## config.mk

```make
export PLATFORM = sky130hd
export DESIGN_NAME = ps2_mouse_packet_position_tracker
export DESIGN_NICKNAME = d
export VERILOG_FILES = /design/src/hw/rtl/ps2mpt_pkg.sv /design/src/hw/rtl/ps2_mouse_packet_position_tracker.sv
export SDC_FILE = /design/constraint.sdc
export NUM_CORES = 1
export LEC_CHECK = 0
export ABC_AREA = 1
export BUFFER_PORTS_ARGS = -buffer_cell sky130_fd_sc_hd__buf_4
export CAP_MARGIN = 20
export CORE_MARGIN = 2
export CORE_UTILIZATION = 31
export DETAILED_ROUTE_END_ITERATION = 16
export HOLD_SLACK_MARGIN = 0.1
export PLACE_DENSITY = 0.59
export SLEW_MARGIN = 20
export SYNTH_ARGS = -nofsm -noshare
export SYNTH_HDL_FRONTEND = slang
export SYNTH_SLANG_ARGS = --single-unit
```

## constraint.sdc

```tcl
create_clock -name clk -period 10.3 [get_ports clk]
set_clock_uncertainty 0.1 [all_clocks]
set_input_delay 2.06 -clock clk [delete_from_list [all_inputs] [get_ports clk]]
set_output_delay 2.06 -clock clk [all_outputs]
set_load 0.01 [all_outputs]
```

## src/hw/rtl/ps2mpt_pkg.sv

```systemverilog
// ----------------------------------------------------------------------------
// PS/2 mouse position tracker package
// Shared widths, register map and flag byte bit positions for the tracker and its
// checker.
// ----------------------------------------------------------------------------
package ps2mpt_pkg;

    localparam int COORD_BITS = 12;

    localparam int BYTE_W   = 8;
    localparam int POS_W    = 12;
    localparam int BTN_W    = 3;
    localparam int MAX_W    = 12;
    localparam int ADDR_W   = 4;
    localparam int DATA_W   = 32;
    localparam int REG_IDX_W = 2;

    localparam logic [REG_IDX_W-1:0] REG_MAX_X        = 2'd0;
    localparam logic [REG_IDX_W-1:0] REG_MAX_Y        = 2'd1;
    localparam logic [REG_IDX_W-1:0] REG_BOUND_ENABLE = 2'd2;

    localparam logic [MAX_W-1:0] MAX_X_RESET = MAX_W'(639);
    localparam logic [MAX_W-1:0] MAX_Y_RESET = MAX_W'(479);

    localparam int SYNC_BIT  = 3;
    localparam int XSIGN_BIT = 4;
    localparam int YSIGN_BIT = 5;
    localparam int XOVF_BIT  = 6;
    localparam int YOVF_BIT  = 7;

    typedef logic [BYTE_W-1:0] byte_t;

endpackage

```

## src/hw/rtl/ps2_mouse_packet_position_tracker.sv

```systemverilog
// ----------------------------------------------------------------------------
// PS/2 mouse packet position tracker
// Gathers mouse port bytes into three-byte packets and keeps a clamped
// cursor position, giving one position word per valid packet.
// ----------------------------------------------------------------------------
// Usage:
// Raw mouse bytes come in on data_byte under in_valid/in_ready. A first byte
// without its sync bit is dropped, and a packet whose flag byte shows an
// overflow is discarded; each other third byte gives one word on pos_x,
// pos_y and button_bits under out_valid/out_ready.
// A byte is held in an input register, where the packet decode and the
// position update are done, and the resulting word is then held in the
// output register. One byte is taken in every cycle while the output side
// keeps up. When the receiver stalls, the word waits in the output
// register; bytes that give no word still pass, and in_ready falls only
// when a further word is waiting behind the stalled one.
// The APB port sets max_x, max_y and bound_enable; it should be written
// only while the block is idle.
// Reset leaves the cursor at 320, 240, the packet decode at its first
// byte, and the registers at 639, 479 and bound on.
// ----------------------------------------------------------------------------
module ps2_mouse_packet_position_tracker
(
    input  logic                             clk,
    input  logic                             rst_n,
    input  logic                             in_valid,
    output logic                             in_ready,
    input  logic [ps2mpt_pkg::BYTE_W-1:0]    data_byte,
    output logic                             out_valid,
    input  logic                             out_ready,
    output logic [ps2mpt_pkg::POS_W-1:0]     pos_x,
    output logic [ps2mpt_pkg::POS_W-1:0]     pos_y,
    output logic [ps2mpt_pkg::BTN_W-1:0]     button_bits,
    input  logic                             psel,
    input  logic                             penable,
    input  logic                             pwrite,
    input  logic [ps2mpt_pkg::ADDR_W-1:0]    paddr,
    input  logic [ps2mpt_pkg::DATA_W-1:0]    pwdata,
    output logic [ps2mpt_pkg::DATA_W-1:0]    prdata,
    output logic                             pready
);
    import ps2mpt_pkg::*;

    localparam int SUM_W = COORD_BITS + 2;
    localparam int CMP_W = (COORD_BITS > MAX_W) ? COORD_BITS : MAX_W;
    localparam logic [SUM_W-1:0]      LIMIT = SUM_W'((1 << COORD_BITS) - 1);
    localparam logic [COORD_BITS-1:0] CURSOR_X_RESET = COORD_BITS'(320);
    localparam logic [COORD_BITS-1:0] CURSOR_Y_RESET = COORD_BITS'(240);

    localparam logic [1:0] PHASE_FLAG = 2'd0;
    localparam logic [1:0] PHASE_DX   = 2'd1;
    localparam logic [1:0] PHASE_DY   = 2'd2;

    logic [MAX_W-1:0]      max_x_reg;
    logic [MAX_W-1:0]      max_y_reg;
    logic                  bound_enable_reg;

    logic                  s1_valid_reg;
    byte_t                 s1_byte_reg;

    logic [1:0]            phase_reg;
    logic [1:0]            phase_next;
    byte_t                 flag_reg;
    byte_t                 flag_next;
    byte_t                 dx_reg;
    byte_t                 dx_next;
    logic [COORD_BITS-1:0] cursor_x_reg;
    logic [COORD_BITS-1:0] cursor_x_next;
    logic [COORD_BITS-1:0] cursor_y_reg;
    logic [COORD_BITS-1:0] cursor_y_next;

    logic                  out_valid_reg;
    logic                  out_valid_next;
    logic [POS_W-1:0]      pos_x_reg;
    logic [POS_W-1:0]      pos_y_reg;
    logic [BTN_W-1:0]      button_reg;

    logic                  produce;
    logic                  out_free;
    logic                  s1_advance;
    logic                  cfg_write;
    logic signed [8:0]     delta_x;
    logic signed [8:0]     delta_y;
    logic signed [SUM_W-1:0] sum_x;
    logic signed [SUM_W-1:0] sum_y;

    function automatic logic [COORD_BITS-1:0] clamp_coord(
        input logic signed [SUM_W-1:0] value,
        input logic [MAX_W-1:0]        bound,
        input logic                    bound_on
    );
        logic [COORD_BITS-1:0] sat;
        logic [COORD_BITS-1:0] result;
        if (value[SUM_W-1])
        begin
            sat = '0;
        end
        else if ($unsigned(value) > LIMIT)
        begin
            sat = LIMIT[COORD_BITS-1:0];
        end
        else
        begin
            sat = value[COORD_BITS-1:0];
        end
        result = sat;
        if (bound_on && (CMP_W'(sat) > CMP_W'(bound)))
        begin
            result = COORD_BITS'(bound);
        end
        return result;
    endfunction

    // Configuration registers.
    assign pready    = 1'b1;
    assign cfg_write = psel && penable && pwrite && pready;

    always_ff @(posedge clk or negedge rst_n)
    begin
        if (!rst_n)
        begin
            max_x_reg        <= MAX_X_RESET;
            max_y_reg        <= MAX_Y_RESET;
            bound_enable_reg <= 1'b1;
        end
        else if (cfg_write)
        begin
            unique case (paddr[3:2])
                REG_MAX_X:        max_x_reg        <= pwdata[MAX_W-1:0];
                REG_MAX_Y:        max_y_reg        <= pwdata[MAX_W-1:0];
                REG_BOUND_ENABLE: bound_enable_reg <= pwdata[0];
                default:          ;
            endcase
        end
    end

    always_comb
    begin
        unique case (paddr[3:2])
            REG_MAX_X:        prdata = DATA_W'(max_x_reg);
            REG_MAX_Y:        prdata = DATA_W'(max_y_reg);
            REG_BOUND_ENABLE: prdata = DATA_W'(bound_enable_reg);
            default:          prdata = '0;
        endcase
    end

    // Packet decode and position update.
    assign delta_x = {flag_reg[XSIGN_BIT], dx_reg};
    assign delta_y = {flag_reg[YSIGN_BIT], s1_byte_reg};
    assign sum_x   = $signed({2'b00, cursor_x_reg}) + SUM_W'(delta_x);
    assign sum_y   = $signed({2'b00, cursor_y_reg}) - SUM_W'(delta_y);

    assign produce    = (phase_reg == PHASE_DY) && !flag_reg[XOVF_BIT] && !flag_reg[YOVF_BIT];
    assign out_free   = !out_valid_reg || out_ready;
    assign s1_advance = s1_valid_reg && (!produce || out_free);
    assign in_ready   = !s1_valid_reg || s1_advance;

    always_comb
    begin
        phase_next     = phase_reg;
        flag_next      = flag_reg;
        dx_next        = dx_reg;
        cursor_x_next  = cursor_x_reg;
        cursor_y_next  = cursor_y_reg;
        if (s1_advance)
        begin
            unique case (phase_reg)
                PHASE_DX:
                begin
                    dx_next    = s1_byte_reg;
                    phase_next = PHASE_DY;
                end
                PHASE_DY:
                begin
                    phase_next = PHASE_FLAG;
                    if (produce)
                    begin
                        cursor_x_next = clamp_coord(sum_x, max_x_reg, bound_enable_reg);
                        cursor_y_next = clamp_coord(sum_y, max_y_reg, bound_enable_reg);
                    end
                end
                default:
                begin
                    phase_next = PHASE_FLAG;
                    if (s1_byte_reg[SYNC_BIT])
                    begin
                        flag_next  = s1_byte_reg;
                        phase_next = PHASE_DX;
                    end
                end
            endcase
        end
    end

    always_comb
    begin
        out_valid_next = out_valid_reg;
        if (s1_advance && produce)
        begin
            out_valid_next = 1'b1;
        end
        else if (out_ready)
        begin
            out_valid_next = 1'b0;
        end
    end

    always_ff @(posedge clk or negedge rst_n)
    begin
        if (!rst_n)
        begin
            s1_valid_reg  <= 1'b0;
            phase_reg     <= PHASE_FLAG;
            flag_reg      <= '0;
            dx_reg        <= '0;
            cursor_x_reg  <= CURSOR_X_RESET;
            cursor_y_reg  <= CURSOR_Y_RESET;
            out_valid_reg <= 1'b0;
        end
        else
        begin
            if (in_ready)
            begin
                s1_valid_reg <= in_valid;
            end
            phase_reg     <= phase_next;
            flag_reg      <= flag_next;
            dx_reg        <= dx_next;
            cursor_x_reg  <= cursor_x_next;
            cursor_y_reg  <= cursor_y_next;
            out_valid_reg <= out_valid_next;
        end
    end

    always_ff @(posedge clk)
    begin
        if (in_valid && in_ready)
        begin
            s1_byte_reg <= data_byte;
        end
        if (s1_advance && produce)
        begin
            pos_x_reg  <= POS_W'(cursor_x_next);
            pos_y_reg  <= POS_W'(cursor_y_next);
            button_reg <= flag_reg[BTN_W-1:0];
        end
    end

    assign out_valid   = out_valid_reg;
    assign pos_x       = pos_x_reg;
    assign pos_y       = pos_y_reg;
    assign button_bits = button_reg;

endmodule

```

# Word level (Yosys, flattened, before mapping)

Cells that the tools add are included.

Word-level logic and storage cells: 73
Bits in registers: 104
Bits of input ports: 51

Muxes and demuxes: 23
Reductions and logical operators: 25
Bitwise gates (word level): 1
Magnitude comparators: 4
Add/sub/neg operators: 2
Equal/unequal tests: 4

Operators by type and width:

| cell                                                             | count |
|---|---|
| 2-to-1 mux 12 bit                                                | 18 |
| one-hot mux 12 bit (3 select lines)                              | 1 |
| greater-than comparator 14 x 12 -> 1 bit (second input constant) | 2 |
| greater-than comparator 12 bit                                   | 2 |
| adder 13 x 9 -> 14 bit                                           | 1 |
| subtractor 13 x 9 -> 14 bit                                      | 1 |
| logical AND 1 bit                                                | 9 |
| AND reduction 2 bit                                              | 4 |
| zero test 1 bit                                                  | 5 |
| equality test 2 x 1 -> 1 bit (second input constant)             | 2 |
| equality test 2 bit (second input constant)                      | 2 |
| one-hot mux 2 bit (2 select lines)                               | 1 |
| logical OR 1 bit                                                 | 3 |
| 2-to-1 mux 1 bit                                                 | 3 |
| AND reduction 3 bit                                              | 1 |
| zero test 2 bit                                                  | 1 |
| nonzero test 2 bit                                               | 1 |
| OR reduction 2 bit                                               | 1 |
| inverter 1 bit                                                   | 1 |

# Longest topological paths before layout

Gate-level depths: netlist of run 1.

Depth in word-level cells: 13
Gate-level depth with buffers: 26

# Worst setup path after synthesis of run 1

No wires, ideal clock.

Kind: input to output
Start point: in paddr[3] in the netlist's numbering
End point: out prdata[10] in the netlist's numbering
Slack: 5.435 ns
Arrival time: 2.705 ns
Stages on the path: 4
Path buffers: 1
Path through: nor2_1 inv_1 clkbuf_1 o22ai_1

Longest elaborated chain between the ends: 2
Elaborated cells between the ends (all ways): 4

RTL lines:

| item                                        | line                                     | RTL |
|---|---|---|
| from (decl)                                 | ps2_mouse_packet_position_tracker.sv:37  | `input logic [ps2mpt_pkg::ADDR_W-1:0] paddr,` |
| equality test 2 bit (tied with other cells) | ps2_mouse_packet_position_tracker.sv:139 | `unique case (paddr[3:2])` |
| one-hot mux 12 bit (3 select lines) (*)     | ps2_mouse_packet_position_tracker.sv:139 |  |
| to (decl)                                   | ps2_mouse_packet_position_tracker.sv:39  | `output logic [ps2mpt_pkg::DATA_W-1:0] prdata,` |

Every way passes the cells marked *; elsewhere a longest branch is shown, timed or not.

# Worst setup path in the final report of run 1

Start point: in paddr[3] in the netlist's numbering
End point: out prdata[1] in the netlist's numbering

Same word-level chain as after synthesis.

==> results of run 1 <==
## per-layer routing
metal | vias to the layer above | GRT usage, %
li1 | 2880 | -
met1 | 2505 | 19.16
met2 | 86 | 24.09
met3 | 19 | 2.247
met4 | 0 | 4.365
met5 | - | 0
## logic make-up after synthesis
family                   after synthesis  synth area share [%]
AO/OA/AOI/OAI                        125                 10.65
XOR/XNOR                              12                 1.532
adder cells (fa/ha/maj)               55                 10.25
buffers and inverters                213                 13.86
flip-flops                           103                 40.54
other                                  2                0.1094
AND/OR/NAND/NOR                      383                 23.07
## cell usage after synthesis, types with 2 or more instances
library cell and n:
nand2_2 10, o22ai_1 11, edfxtp_1 35, inv_1 165, dfstp_2 23, nand4_1 13
inv_2 7, buf_6 6, nand2_1 290, clkbuf_1 6, conb_1 2, dfrtp_1 45
o21ai_2 22, o21ai_0 66, fa_1 2, and3_1 2, xor2_1 11, o21ai_1 6
nand3_1 30, ha_1 53, nor2_1 27, a21oi_1 17, nand3_2 3, nor3_1 4
buf_4 22, buf_2 6
## power groups by stage
stage               Sequential, W  Combinational (W)  Clock, W
floorplan                0.000619            0.00119         0
global placement         0.000647            0.00141         0
detailed placement       0.000646            0.00143         0
CTS                      0.000640            0.00145  0.000381
global route             0.000653            0.00167  0.000398
finish                   0.000640            0.00143  0.000374
## worst max path at each step
stage,start,to,slack (ps),cells after the start
floorplan,paddr[3],prdata[10],5440,4
global placement,paddr[3],prdata[1],5070,5
detailed placement,paddr[3],prdata[1],5060,5
CTS,paddr[3],prdata[1],5060,5
global route,paddr[3],prdata[1],4940,5
finish,paddr[3],prdata[1],5050,5
## cell usage in the layout, fill, tap and decap left out, drive strengths merged
cell type and count:
nor3 4, dfstp 23, nand4 13, inv 175, nand3 33, conb 21, dfrtp 45, edfxtp 35
o21ai 94, clkbuf 12, a21o 1, fa 2, and3 2, nand2 301, and2 1, xor2 11
buf 69, nor2 28, o22ai 11, o21bai 1, nor3b 1, ha 53, clkinv 1, xnor2 1
a21oi 18
## final cells by class
class	instances	area, sq um	share of cell area, %
multi-input combinational	596	3201	40.91
sequential	103	2781	35.56
inverter	172	645.6	8.253
timing repair buffer	69	518.0	6.622
tap	280	350.3	4.479
clock buffer	12	289.0	3.695
clock inverter	4	37.54	0.4798
## metrics by stage
step / power [W] / utilization [%] / cells / worst slack (ps)
final: 0.002444 / 35.96 / 1236 / 5047
after global routing: 0.002721 / 35.96 / 1236 / 4943
after CTS: 0.002467 / 35.96 / 1236 / 5057
after detailed placement: 0.002080 / 34.45 / 1220 / 5064
after global placement: 0.002056 / 34.45 / 1220 / 5071
after floorplan: 0.001812 / - / 912 / 5436
==> flow_summary_export.csv, run 1 <==
group,metric,value,unit
cts,cts_resized,0,
worst_setup_path,cp_cell_sequence,"buf_4 -> nor2_1 -> inv_1 -> o22ai_1 -> buf_4",
cts,cts_setup_buffers,0,
global_routing,antenna_found_initial,0,
cells_and_area,drive_above_1_share,16.11,%
routing,route.met2.wl,7903,microns
routing,num_vias,5490,
sta,rsz0062_at_grt,"false",
worst_setup_path,cpMostUsedCell,"buf_4",
cts,numCtsBuffers,9,
cts,root_buffer,"clkbuf_16",
sta,drv_slew,0,
sta,timing.final.crit_share,51.00,%
worst_setup_path,critical_path.top_delay_family,"buffers and inverters",
routing,drc,0,
sta,tns,0,ps
floorplan,die_h,152.8,microns
floorplan,die-area,23340,sq um
logic_synthesis,synthesis.yosys.warnings,0,
sta,fmax,0.1904,GHz
sta,fin_crit,5253,ps
cells_and_area,fin_area,7823,sq um
power_and_ir_drop,swShare,47.50,%
cts,clk_latency,360,ps
worst_setup_path,slowest_delay,340,ps
cts,hold_buffers,0,
power_and_ir_drop,power_density,312.5,nW/um^2
worst_setup_path,path_buf_inv,3,
logic_synthesis,synth_area_leader_cell,"dfrtp_1",
sta,setup_viol,0,
logic_synthesis,ys_seq_area_share,40.54,%
worst_hold_path,hold_end,"button_bits[1]",
logic_synthesis,syn_avg_cell_area,7.684,sq um
power_and_ir_drop,clockPowerShare,15.3,%
floorplan,core_area,21760,sq um
routing,first_iter_violations,349,
routing,wl_met1,7844,microns
worst_setup_path,worstSetupPathType,"in -> out",
sta,slew_headroom,35.18,%
power_and_ir_drop,p_int,0.001283,W
cts,clkTransAtPathRegs,70,ps
cts,cts_buffer_depth,2,
worst_hold_path,hp-class,"reg -> reg",
global_routing,grt_pass1_wl,26750,microns
sta,worst_slew_pin_slew,970.9,ps
cells_and_area,layout.nets,1057,
cts,cts_tree,"yes",
placement,placed_area,7496,sq um
logic_synthesis,ys_ff_latch,103,
worst_setup_path,worstPathMaxFanout,11,
worst_setup_path,r2r-start,"cursor_y_reg[0]",
worst_setup_path,rr_worst_depth,22,
cts,cts.sinks,103,
global_routing,grt_start_max_net_pins,69,
power_and_ir_drop,seqPwrFrac,26.2,%
logic_synthesis,syn_inst,893,
logic_synthesis,synth_ff_type,"dfrtp_1",
worst_setup_path,arrival,3090,ps
floorplan,num_rows,54,
logic_synthesis,yosys.area.top_type_share,16.41,%
job,cap_violations,0,
routing,drtAntennaViolNets,0,
worst_setup_path,cp-start-kind,"input pin",
routing,drt-wirelength-per-cell,13.36,microns
sta,hold_slack,354.0,ps
placement,hpwl,12660,microns
logic_synthesis,ys_types,35,
logic_synthesis,synth_edf_count,35,
floorplan,ios,113,
power_and_ir_drop,p_comb_share,58.5,%
worst_setup_path,cp-end-kind,"primary output",
placement,port_buffers,69,
worst_hold_path,holdPathStages,0,
placement,gp_congestion,0.8588,
worst_setup_path,cp_data_required_time,8140,ps
status,outcome,"complete, no violations",
global_routing,overflow,0,
power_and_ir_drop,power_switching,0.001161,W
routing,dr.pass1.iters,4,
sta,hold_violations,0,
routing,viasPerCell,4.442,
global_routing,grt_util_all_layers,14.38,%
worst_hold_path,min-delay-start,"flag_reg[1]",
worst_setup_path,regToRegEndpoint,"pos_y[5]",
routing,highest_layer,"met4",
floorplan,initial_utilization,31.54,%
worst_setup_path,critical_path.slowest_cell,"o22ai_1",
cells_and_area,area_growth,14.00,%
routing,wl,16520,microns
cells_and_area,n_fill_cell,2317,
logic_synthesis,synth.area.top_cells,"dfrtp_1 16%, nand2_1 16%, edfxtp_1 15%, ha_1 9.7%, inv_1 9.0%",
global_routing,grt_pass1_vias,5204,
cells_and_area,diodes,0,
worst_setup_path,ff2ff_setup_slack,5840,ps
routing,wl_met3,496,microns
cts,h-tree-depth,3,
power_and_ir_drop,ir_drop,0.1222,mV
floorplan,die_x,152.8,microns
logic_synthesis,synthesis.area,6862,sq um
logic_synthesis,async_reset_ff_share,66.02,%
power_and_ir_drop,leakagePower,4.369,nW
Note: power is estimated with default switching activity, not from simulation.
==> run 2, diff against run 1 <==
==> constraint.sdc (replaced) <==
create_clock -name clk -period 5.09 [get_ports clk]
set_clock_uncertainty 0.1 [all_clocks]
set_input_delay 1.018 -clock clk [delete_from_list [all_inputs] [get_ports clk]]
set_output_delay 1.018 -clock clk [all_outputs]
set_load 0.01 [all_outputs]
==> run 2 against run 1 <==
Power up 100%. Clock power up 92%. Clock-buffer cell count down 1. Final cell count unchanged. Critical endpoint is now pos_y[9].
==> flow_summary_export.csv, run 2 (synthesized netlist as in run 1, its figures left out) <==
group,metric,value,unit
status,outcome,"complete, no violations",
routing,drc,0,
floorplan,num_rows,54,
job,cap_violations,0,
global_routing,grt_pass1_wl,27340,microns
cts,cts_resized,0,
routing,wl,16540,microns
routing,drt-wirelength-per-cell,13.38,microns
cts,hold_buffers,0,
cells_and_area,drive_above_1_share,15.90,%
cts,clkTransAtPathRegs,80,ps
global_routing,antenna_found_initial,0,
cts,cts.sinks,103,
sta,worst_slew_pin_slew,965.4,ps
floorplan,core_area,21760,sq um
worst_hold_path,hp-class,"reg -> reg",
worst_setup_path,worstSetupPathType,"reg -> reg",
worst_setup_path,cpMostUsedCell,"nand2_1",
sta,fin_crit,4472,ps
global_routing,grt_start_max_net_pins,69,
cells_and_area,area_growth,13.57,%
cells_and_area,utilization,35.82,%
global_routing,overflow,0,
routing,num_vias,5463,
routing,dr.pass1.iters,4,
placement,gp_congestion,0.8620,
global_routing,grt_pass1_vias,5339,
worst_setup_path,cp_cell_sequence,"inv_1 -> ha_1 -> inv_1 -> fa_1 -> nand3_1 -> nand3_2 -> nand3_1 -> nand3_1 -> nand2_1 -> nand2_1 -> o21ai_2 -> inv_1 -> ha_1 -> nand4_1 -> nor3_1 -> nand2_1 -> nand3_1 -> nand2_1 -> o21ai_0 -> inv_1 -> nand2_1 -> nand2_1",
worst_setup_path,cp_data_required_time,5100,ps
cts,cts_buffer_depth,2,
floorplan,ios,113,
global_routing,grt_util_all_layers,14.63,%
worst_setup_path,worstPathMaxFanout,24,
sta,slew_headroom,35.55,%
cells_and_area,final_common_cell,"nand2_1",
worst_setup_path,cp-end-kind,"flip-flop",
sta,timing.final.crit_share,87.87,%
worst_setup_path,slowest_delay,430,ps
worst_setup_path,critical_path.slowest_cell,"fa_1",
sta,rsz0062_at_grt,"false",
placement,port_buffers,69,
sta,drv_slew,0,
cts,cts_tree,"yes",
cells_and_area,n_fill_cell,2350,
sta,tns,0,ps
cells_and_area,layout.nets,1057,
sta,fmax,0.2236,GHz
power_and_ir_drop,leakagePower,4.354,nW
cts,clk_latency,360,ps
floorplan,initial_utilization,31.54,%
floorplan,die-area,23340,sq um
cts,numCtsBuffers,9,
cts,root_buffer,"clkbuf_16",
cells_and_area,diodes,0,
cells_and_area,multi_input_area,3201,sq um
cells_and_area,regArea,2781,sq um
worst_setup_path,cp-start-kind,"flip-flop",
worst_setup_path,arrival,4480,ps
routing,drtAntennaViolNets,0,
worst_setup_path,path_buf_inv,4,
floorplan,die_x,152.8,microns
cts,cts_setup_buffers,0,
floorplan,die_h,152.8,microns
worst_setup_path,critical_path.top_delay_family,"simple AND/OR/NAND/NOR gates",
cts,h-tree-depth,3,
routing,first_iter_violations,334,
power_and_ir_drop,power_density,630.1,nW/um^2
routing,viasPerCell,4.420,
power_and_ir_drop,ir_drop,0.2304,mV
placement,hpwl,12820,microns
sta,setup_viol,0,
sta,hold_violations,0,
cells_and_area,final_cell_mix,"290 x nand2_1, 165 x inv_1, 69 x buf_4, 66 x o21ai_0, 53 x ha_1",
-- run 2: changes by cell type in the layout (fill, tap and decap cells not counted) --
| cell | previous run | this run |
|---|---|---|
| bufinv_16 | 0 | 1 |
| clkbuf_1 | 0 | 2 |
| clkinv_2 | 0 | 1 |
| clkinv_4 | 1 | 0 |
| clkbuf_16 | 11 | 9 |
| clkbuf_8 | 1 | 0 |
-- run 2: area by class of cell --
| cell class | count | area share (%) |
|---|---|---|
| Tap cell | 280 | 4.496 |
| Inverter | 172 | 8.285 |
| Sequential cell | 103 | 35.69 |
| Clock buffer | 11 | 2.987 |
| Multi-Input combinational cell | 596 | 41.07 |
| Clock inverter | 5 | 0.8189 |
| Timing Repair Buffer | 69 | 6.647 |
-- run 2: path summary, 6_finish.rpt --
kind                            startpoint             end  slack [ps]  depth (start not counted)
max                        cursor_y_reg[0]        pos_y[9]         620                         22
min                            flag_reg[0]  button_bits[0]         350                          0
max reg2reg                cursor_y_reg[0]        pos_y[9]         620                         22
min reg2reg                    flag_reg[0]  button_bits[0]         350                          0
max in group asynchronous            rst_n    max_x_reg[8]        3580                          1
min in group asynchronous            rst_n     flag_reg[7]         690                          1
-- run 2: metrics by stage --
stage	hold WS, ps	setup slack, ps	area [sq um]	std cells	total power [W]
5_1_grt	365.8	71.51	7792	1236	0.005481
2_1_floorplan	325.3	1685	6933	912	0.003667
4_1_cts	349.7	635.8	7792	1236	0.004956
6_report	345.0	617.5	7792	1236	0.004910
3_5_place_dp	337.7	675.0	7496	1220	0.004208
3_3_place_gp	336.3	743.5	7496	1220	0.004169
-- run 2: report_power, final --
part / internal (W) / leakage [nW] / switching, W
Sequential: 0.00113 / 1.14 / 0.000166
Clock: 0.000389 / 0.146 / 0.000330
Combinational: 0.00105 / 3.07 / 0.00185
-- run 2: layer usage --
| metal | wire length (microns) | track usage [%] | vias up |
|---|---|---|---|
| met5 | 0 | 0 | - |
| met4 | 269 | 4.277 | 0 |
| met3 | 447 | 2.389 | 17 |
| met2 | 7900 | 24.17 | 91 |
| met1 | 7925 | 19.80 | 2482 |
| li1 | - | - | 2873 |
